--- src/sv/fdr_pkg.sv ---
// Shared constants and types of the frame dirty rectangle detector.
package fdr_pkg;

   // Largest frame the detector handles, per axis.
   localparam int MAX_WIDTH  = 2048;
   localparam int MAX_HEIGHT = 2048;

   // Position counters and bounding box corners.
   localparam int POS_W  = 11;
   // Frame and rectangle sizes, configuration data.
   localparam int DIM_W  = 12;
   localparam int CFG_W  = 12;
   localparam int AREA_W = 2 * DIM_W;

   localparam logic [DIM_W-1:0] MAX_W_DIM = DIM_W'(MAX_WIDTH);
   localparam logic [DIM_W-1:0] MAX_H_DIM = DIM_W'(MAX_HEIGHT);
   localparam logic [CFG_W-1:0] WIDTH_RESET  = CFG_W'(1920);
   localparam logic [CFG_W-1:0] HEIGHT_RESET = CFG_W'(1080);

   localparam int PIXEL_W     = 32;
   localparam int REQ_TDATA_W = 2 * PIXEL_W;
   // changed + rect_x + rect_y + rect_w + rect_h = 47 bits, padded to 48.
   localparam int RSP_TDATA_W = 48;

   localparam int CSR_IDX_W = 1;

   typedef enum logic [CSR_IDX_W-1:0] {
      REG_LINE_LEN   = 1'b0,
      REG_LINE_COUNT = 1'b1
   } csr_index_type;

endpackage

--- src/sv/frame_dirty_rect_detector_unit.sv ---
// Frame dirty rectangle detector: bounding box of changed pixels per frame.
//
//  channel  | dir | handshake             | content
//  ---------+-----+-----------------------+-------------------------------------------
//  req_     | in  | req_tvalid/req_tready | one pixel pair per beat, raster order
//  rsp_     | out | rsp_tvalid/rsp_tready | one beat per frame: changed flag + rectangle
//  csr_     | in  | csr_wr_en             | pixels per row (index 0), rows (index 1)
//
// One pixel pair per clock unless a frame end stalls. A beat runs through three
// registers: the input register (compare and bounding box update), the frame
// end register (margin and clipping) and the output register (area test against
// three quarters of the frame area), which drives rsp_tvalid. Reset is
// synchronous and active high; it loads 1920 x 1080 and clears the counters and
// box. A stalled result holds the output register; pixels keep flowing until a
// second frame end finds the frame end register still occupied. A register
// write restarts the frame.
module frame_dirty_rect_detector_unit (
   input  logic                                  clock,
   input  logic                                  reset,
   input  logic                                  csr_wr_en,
   input  logic [fdr_pkg::CSR_IDX_W-1:0]         csr_addr,
   input  logic [fdr_pkg::CFG_W-1:0]             csr_wdata,
   input  logic                                  req_tvalid,
   output logic                                  req_tready,
   // [31:0] curr_pixel, [63:32] prev_pixel
   input  logic [fdr_pkg::REQ_TDATA_W-1:0]       req_tdata,
   output logic                                  rsp_tvalid,
   input  logic                                  rsp_tready,
   // [0] changed, [11:1] rect_x, [22:12] rect_y, [34:23] rect_w, [46:35] rect_h,
   // [47] zero
   output logic [fdr_pkg::RSP_TDATA_W-1:0]       rsp_tdata
);
   import fdr_pkg::*;

   // Configuration and derived frame geometry
   logic [CFG_W-1:0]  cfg_width_ff, cfg_height_ff;
   logic [DIM_W-1:0]  w_eff, h_eff;
   logic [AREA_W-1:0] total_ff, thresh_ff;
   logic [AREA_W+1:0] thresh_in;
   logic              csr_hit;

   // Input register
   logic               s1_valid_ff;
   logic [PIXEL_W-1:0] s1_curr_ff, s1_prev_ff;

   // Frame state
   logic [POS_W-1:0] col_ff, row_ff;
   logic             found_ff;
   logic [POS_W-1:0] least_col_ff, greatest_col_ff, least_row_ff, greatest_row_ff;
   logic             found_in;
   logic [POS_W-1:0] least_col_in, greatest_col_in, least_row_in, greatest_row_in;

   logic             pix_diff, last_col, last_row, frame_end;
   logic             s1_go, s2_free, out_free;
   logic [POS_W-1:0] rx_in, ry_in;
   logic [DIM_W-1:0] gc_plus2, gr_plus2, rw_in, rh_in;

   // Frame end register
   logic             s2_valid_ff, s2_found_ff;
   logic [POS_W-1:0] s2_rx_ff, s2_ry_ff;
   logic [DIM_W-1:0] s2_rw_ff, s2_rh_ff;

   // Output register
   logic                   out_valid_ff;
   logic [RSP_TDATA_W-1:0] out_data_ff, out_data_in;
   logic [AREA_W-1:0]      area;

   // Clamp the programmed size to 1 .. max.
   always_comb begin
      if (cfg_width_ff == '0) begin
         w_eff = DIM_W'(1);
      end else if (cfg_width_ff > MAX_W_DIM) begin
         w_eff = MAX_W_DIM;
      end else begin
         w_eff = cfg_width_ff;
      end
      if (cfg_height_ff == '0) begin
         h_eff = DIM_W'(1);
      end else if (cfg_height_ff > MAX_H_DIM) begin
         h_eff = MAX_H_DIM;
      end else begin
         h_eff = cfg_height_ff;
      end
   end

   always_comb begin
      case (csr_index_type'(csr_addr))
         REG_LINE_LEN:   csr_hit = csr_wr_en;
         REG_LINE_COUNT: csr_hit = csr_wr_en;
         default:        csr_hit = 1'b0;
      endcase
   end

   always_ff @(posedge clock) begin
      if (reset) begin
         cfg_width_ff  <= WIDTH_RESET;
         cfg_height_ff <= HEIGHT_RESET;
      end else if (csr_wr_en) begin
         case (csr_index_type'(csr_addr))
            REG_LINE_LEN:   cfg_width_ff  <= csr_wdata;
            REG_LINE_COUNT: cfg_height_ff <= csr_wdata;
            default: ;
         endcase
      end
   end

   // Frame area and its three-quarter threshold follow via total_ff, then thresh_ff;
   // the user must write only while idle (unenforced), so both are settled before use.
   assign thresh_in = ({2'b00, total_ff} + {1'b0, total_ff, 1'b0}) >> 2;

   always_ff @(posedge clock) begin
      total_ff  <= AREA_W'(w_eff) * AREA_W'(h_eff);
      thresh_ff <= thresh_in[AREA_W-1:0];
   end

   // Handshake: each stage advances when the one after it can take its beat.
   assign out_free   = !out_valid_ff || rsp_tready;
   assign s2_free    = !s2_valid_ff || out_free;
   assign s1_go      = s1_valid_ff && (!frame_end || s2_free);
   assign req_tready = !s1_valid_ff || s1_go;

   always_ff @(posedge clock) begin
      if (reset) begin
         s1_valid_ff <= 1'b0;
      end else if (req_tready) begin
         s1_valid_ff <= req_tvalid;
      end
   end

   always_ff @(posedge clock) begin
      if (req_tvalid && req_tready) begin
         s1_curr_ff <= req_tdata[PIXEL_W-1:0];
         s1_prev_ff <= req_tdata[REQ_TDATA_W-1:PIXEL_W];
      end
   end

   // Widen the box with a differing pixel.
   assign pix_diff = s1_curr_ff != s1_prev_ff;

   always_comb begin
      found_in        = found_ff;
      least_col_in    = least_col_ff;
      greatest_col_in = greatest_col_ff;
      least_row_in    = least_row_ff;
      greatest_row_in = greatest_row_ff;
      if (pix_diff) begin
         found_in = 1'b1;
         if (!found_ff) begin
            least_col_in    = col_ff;
            greatest_col_in = col_ff;
            least_row_in    = row_ff;
         end else begin
            if (col_ff < least_col_ff) begin
               least_col_in = col_ff;
            end
            if (col_ff > greatest_col_ff) begin
               greatest_col_in = col_ff;
            end
         end
         greatest_row_in = row_ff;
      end
   end

   assign last_col  = ({1'b0, col_ff} + DIM_W'(1)) >= w_eff;
   assign last_row  = ({1'b0, row_ff} + DIM_W'(1)) >= h_eff;
   assign frame_end = last_col && last_row;

   // One-pixel margin, clipped to the frame.
   assign rx_in    = (least_col_in != '0) ? least_col_in - POS_W'(1) : '0;
   assign ry_in    = (least_row_in != '0) ? least_row_in - POS_W'(1) : '0;
   assign gc_plus2 = {1'b0, greatest_col_in} + DIM_W'(2);
   assign gr_plus2 = {1'b0, greatest_row_in} + DIM_W'(2);
   assign rw_in    = (gc_plus2 < w_eff) ? gc_plus2 - {1'b0, rx_in} : w_eff - {1'b0, rx_in};
   assign rh_in    = (gr_plus2 < h_eff) ? gr_plus2 - {1'b0, ry_in} : h_eff - {1'b0, ry_in};

   always_ff @(posedge clock) begin
      if (reset || csr_hit || (s1_go && frame_end)) begin
         // Restart the frame.
         col_ff          <= '0;
         row_ff          <= '0;
         found_ff        <= 1'b0;
         least_col_ff    <= '0;
         greatest_col_ff <= '0;
         least_row_ff    <= '0;
         greatest_row_ff <= '0;
      end else if (s1_go) begin
         found_ff        <= found_in;
         least_col_ff    <= least_col_in;
         greatest_col_ff <= greatest_col_in;
         least_row_ff    <= least_row_in;
         greatest_row_ff <= greatest_row_in;
         if (!last_col) begin
            col_ff <= col_ff + POS_W'(1);
         end else begin
            col_ff <= '0;
            row_ff <= row_ff + POS_W'(1);
         end
      end
   end

   // Frame end register
   always_ff @(posedge clock) begin
      if (reset) begin
         s2_valid_ff <= 1'b0;
      end else if (s2_free) begin
         s2_valid_ff <= s1_go && frame_end;
      end
   end

   always_ff @(posedge clock) begin
      if (s1_go && frame_end) begin
         s2_found_ff <= found_in;
         s2_rx_ff    <= rx_in;
         s2_ry_ff    <= ry_in;
         s2_rw_ff    <= rw_in;
         s2_rh_ff    <= rh_in;
      end
   end

   // Report the full frame when the box covers more than three quarters.
   assign area = AREA_W'(s2_rw_ff) * AREA_W'(s2_rh_ff);

   always_comb begin
      out_data_in = '0;
      if (s2_found_ff) begin
         out_data_in[0] = 1'b1;
         if (area > thresh_ff) begin
            out_data_in[34:23] = w_eff;
            out_data_in[46:35] = h_eff;
         end else begin
            out_data_in[11:1]  = s2_rx_ff;
            out_data_in[22:12] = s2_ry_ff;
            out_data_in[34:23] = s2_rw_ff;
            out_data_in[46:35] = s2_rh_ff;
         end
      end
   end

   always_ff @(posedge clock) begin
      if (reset) begin
         out_valid_ff <= 1'b0;
      end else if (out_free) begin
         out_valid_ff <= s2_valid_ff;
      end
   end

   always_ff @(posedge clock) begin
      if (out_free && s2_valid_ff) begin
         out_data_ff <= out_data_in;
      end
   end

   assign rsp_tvalid = out_valid_ff;
   assign rsp_tdata  = out_data_ff;

   // An unchanged frame reports an all-zero rectangle.
   assert property (@(posedge clock) disable iff (reset)
      rsp_tvalid && !rsp_tdata[0] |-> rsp_tdata[RSP_TDATA_W-1:1] == '0)
      else $error("unchanged frame with nonzero rectangle");

   // The column counter never leaves the frame.
   assert property (@(posedge clock) disable iff (reset)
      {1'b0, col_ff} < w_eff)
      else $error("column counter beyond frame width");

   // A held box always lies within the frame width.
   assert property (@(posedge clock) disable iff (reset)
      s2_valid_ff && s2_found_ff |-> ({2'b00, s2_rx_ff} + {1'b0, s2_rw_ff}) <= {1'b0, w_eff})
      else $error("rectangle exceeds frame width");

   // A frame end waiting on a full frame end register must not advance.
   assert property (@(posedge clock) disable iff (reset)
      s1_valid_ff && frame_end && !s2_free |=> s1_valid_ff && $stable(row_ff))
      else $error("frame end dropped under stall");

endmodule

--- config.mk ---
export PLATFORM = sky130hd
export DESIGN_NAME = frame_dirty_rect_detector_unit
export DESIGN_NICKNAME = d
export VERILOG_FILES = /design/src/sv/fdr_pkg.sv /design/src/sv/frame_dirty_rect_detector_unit.sv
export SDC_FILE = /design/constraint.sdc
export NUM_CORES = 1
export LEC_CHECK = 0
export ABC_AREA = 1
export ABC_CLOCK_PERIOD_IN_PS = 21800
export BUFFER_PORTS_ARGS = -buffer_cell sky130_fd_sc_hd__buf_2
export CORE_MARGIN = 3
export CORE_UTILIZATION = 43
export DETAILED_ROUTE_END_ITERATION = 8
export GPL_ROUTABILITY_DRIVEN = 0
export RECOVER_POWER = 50
export SLEW_MARGIN = 30
export SYNTH_ARGS = -nofsm -noshare
export SYNTH_HDL_FRONTEND = slang
export SYNTH_SLANG_ARGS = --single-unit
--- constraint.sdc ---
create_clock -name clock -period 21.8 [get_ports clock]
set_clock_uncertainty 0.05 [all_clocks]
set_input_delay 1.09 -clock clock [delete_from_list [all_inputs] [get_ports clock]]
set_output_delay 1.09 -clock clock [all_outputs]
set_load 0.1 [all_outputs]
==> metrics.md <==
| Metric | Value |
|---|---|
| Setup crit end kind | `flip-flop` |
| Num CTS Buffers | `36` |
| Antenna violations before repair | `4` |
| Num rows | `just under 90` |
| Synthesized area | `about 0.026 mm2` |
| Worst min path class | `flip-flop to flip-flop` |
| H-tree level count | `2` |
| Vias | `20,000` |
| Setup bufs post-CTS | `0` |
| Clk Latency, worst-skew pair | `0.57 ns` |
| EDFF count, synth | `between 150 and 200` |
| YS warnings | `0` |
| Post-CTS sizing | `0` |
| Worst slew pin tran | `approximately 3.8 ns` |
| Commonest non-fill, non-tap cell in the layout | `nand2_1` |
| CTS tree | `done` |
| # diodes | `0` |
| Nets@finish | `approximately 3,800` |
| Worst Hold Path Cells | `2` |
| Slowest cell on crit path | `edfxtp_1` |
| Worst path most repeated cell | `nand2_1` |
| First-pass GRT wire length | `106,000 um` |
| Layout area overhead | `9.49%` |
| WS Path Type | `flip-flop to flip-flop` |
| Dpl cells | `~4,000` |
| Outcome | `finished with violations` |
| Violated checks | `max-capacitance violations, max-slew violations` |
| # clock sinks | `300` |
| Largest net degree at the start of global routing | `68` |
| Core area | `a little under 0.06 mm2` |
| PD cells | `72.3 mW/mm2` |
| Maximum vdd ir drop | `around 0.052 mV` |
| Setup TNS | `0 ns` |
| Flops & latches, synth | `300` |
| Top post-synthesis cells by area | `edfxtp_1 (18%), fa_1 (16%), ha_1 (13%)` |
| Gr ovfl total | `0` |
| Routed vias/inst | `4.96` |
| Synth Area per Inst | `~8 um2` |
| Pins Over Slew Limit | `136` |
| Fin crit period | `8.33 ns` |
| Library cells used by synthesis | `56` |
| Final period utilization | `between 30% and 40%` |
| Final wirelength | `66,300 um` |
| Maxcap violations | `3` |
| Clk root buf | `clkbuf_16` |
| Syn Nets | `about 3,700` |
| WP data arrival | `roughly 8.7 ns` |
| # hold bufs at CTS | `0` |
| Post-synth top area cell | `edfxtp_1` |
| Synth Flop Type | `edfxtp_1` |
| Die height | `251 um` |
| Register area share after synthesis | `between 20% and 30%` |
| DRC violations left | `0` |
| RSZ-0062 raised after global routing | `false` |
| Initial Util | `43.6%` |
| WL per Instance | `approximately 16 um` |
| Routed Antenna Nets | `0` |
| Synth top area share | `18.4%` |
| Cell count after synthesis | `approximately 3,100` |
| Crit Path Max Fanout | `26` |
| FFs w/ async S/R, synth | `0%` |
| Most frequent cells in the layout | `nand2_1 (695), inv_1 (603), ha_1 (269), nor2_1 (259), fa_1 (203)` |
| Finished Layout Cells | `~4,000` |
| Die Wd | `approximately 250 um` |
| Max clock buf depth | `3` |
| GRT Total Usage | `a little over a fifth` |
| Top delay family on crit path | `adder cells` |
| 1st-iter DRT viols | `about 1,400` |
| Total die area | `approximately 0.063 mm2` |
| Critical Path Stages | `30` |
| FMAX | `120 MHz` |
| Worst Reg-to-Reg Cells | `30` |
| Post-detail-place hpwl | `52,000 um` |
| Pwr Total | `2040 uW` |
| Vias in the first global route | `roughly 20,000` |
| Count of final hold-check violations | `0` |
| # setup viols final | `0` |
| Static Leakage | `around 0.014 uW` |
| Clk slew on worst S/H paths | `approximately 0.05 ns` |
| Port buffer count | `130` |
| Initial DRT Pass Iterations | `5` |
| Crit path buf inv count | `4` |
| Rel. slew slack | `-152%` |
| I/O Pins | `132` |
| CP peak stage delay | `0.69 ns` |
| WP data required | `~22 ns` |
| Layout cells sized above 1 | `~6.5%` |
| Startpoint Class | `flip-flop` |
[flip-flops by register name (all words and copies together), names as in the netlist]
| signal | flops |
|---|---|
| s1_valid_ff | 1 |
| least_col_ff | 11 |
| s2_rh_ff | 12 |
| col_ff | 11 |
| greatest_col_ff | 11 |
| thresh_ff | 24 |
| rsp_tdata | 47 |
| s2_rx_ff | 11 |
| s2_rw_ff | 12 |
| row_ff | 11 |
| found_ff | 1 |
| rsp_tvalid | 1 |
| cfg_width_ff | 12 |
| least_row_ff | 11 |
| total_ff | 24 |
| cfg_height_ff | 12 |
| s1_prev_ff | 32 |
| s1_curr_ff | 32 |
| s2_ry_ff | 11 |
| greatest_row_ff | 11 |
| s2_valid_ff | 1 |
| s2_found_ff | 1 |
[worst register-to-register path, delay by kind of cell (launching register included)]
family	cells	cell delay [ns]
fa+ha+maj	7	3.21
simple gates	13	2.59
compound gates	5	1.11
flops	1	0.69
buf+inv	4	0.43
xor+xnor	1	0.07
[final timing paths]
path / startpoint / to / slack (ns)
setup / recovery: s2_rw_ff[6] / rsp_tdata[17] / 13.47
hold / removal: least_col_ff[5] / least_col_ff[5] / 0.41
setup reg to reg: s2_rw_ff[6] / rsp_tdata[17] / 13.47
hold reg to reg: least_col_ff[5] / least_col_ff[5] / 0.41
[report_power, final]
group | switching [uW] | internal (uW) | total, uW
logic | 462 | 270 | 731
registers | 27.5 | 660 | 688
clock network | 252 | 371 | 623
[through the flow]
| step | util [%] | hold slack [ns] | setup WS, ns | instance area [um2] |
|---|---|---|---|---|
| floorplan | - | 0.386 | 14.77 | 25800 |
| global placement | 45.9 | 0.398 | 13.75 | 27200 |
| detailed placement | 45.9 | 0.401 | 13.46 | 27200 |
| CTS | 48.0 | 0.412 | 13.46 | 28400 |
| global route | 47.7 | 0.432 | 12.76 | 28200 |
| finish | 47.7 | 0.411 | 13.47 | 28200 |
[cell families after synthesis]
kind of cell	Yosys count	synth area share, %
xor gates and xnor gates	135	4.61
adders and majority gates	472	28.8
DFF	300	29.4
AOI/OAI and AO/OA	384	8.27
and+or+nand+nor	1125	18.1
buffers and inverters	715	10.6
other	1	0.0145
muxes	4	0.155
[Yosys cell counts, drive strengths merged (7+ instances only)]
cell / n
xnor2: 59
dfxtp: 142
a21oi: 188
clkinv: 9
nor2: 266
clkbuf: 66
nor3: 21
edfxtp: 158
or2: 10
a31oi: 11
inv: 623
a22oi: 10
xor2: 76
fa: 203
o21ai: 138
nand4: 23
buf: 17
o21bai: 7
o211ai: 7
nand3: 89
ha: 269
nand2: 705
[area by class of cell]
type	count	area (um2)
inverters	632	2370
well taps	773	967
repair buffers	145	689
flip-flops and latches	300	7590
fillers	5858	31000
multi-input cells	2121	15400
clock inverters	15	248
clock buffers	51	992
[routing by layer]
metal | global-route usage, % | part of all wire (%) | vias to the layer above | wire length, um
met4 | 5.67 | 2.3 | 4 | 1520
met5 | 3.38 | 0.45 | - | 298
met3 | 3.32 | 6.3 | 95 | 4140
met2 | 35.5 | 46 | 510 | 30600
li1 | - | - | 10000 | -
met1 | 29.0 | 45 | 9409 | 29700
Power figures use the tool's default switching activity.
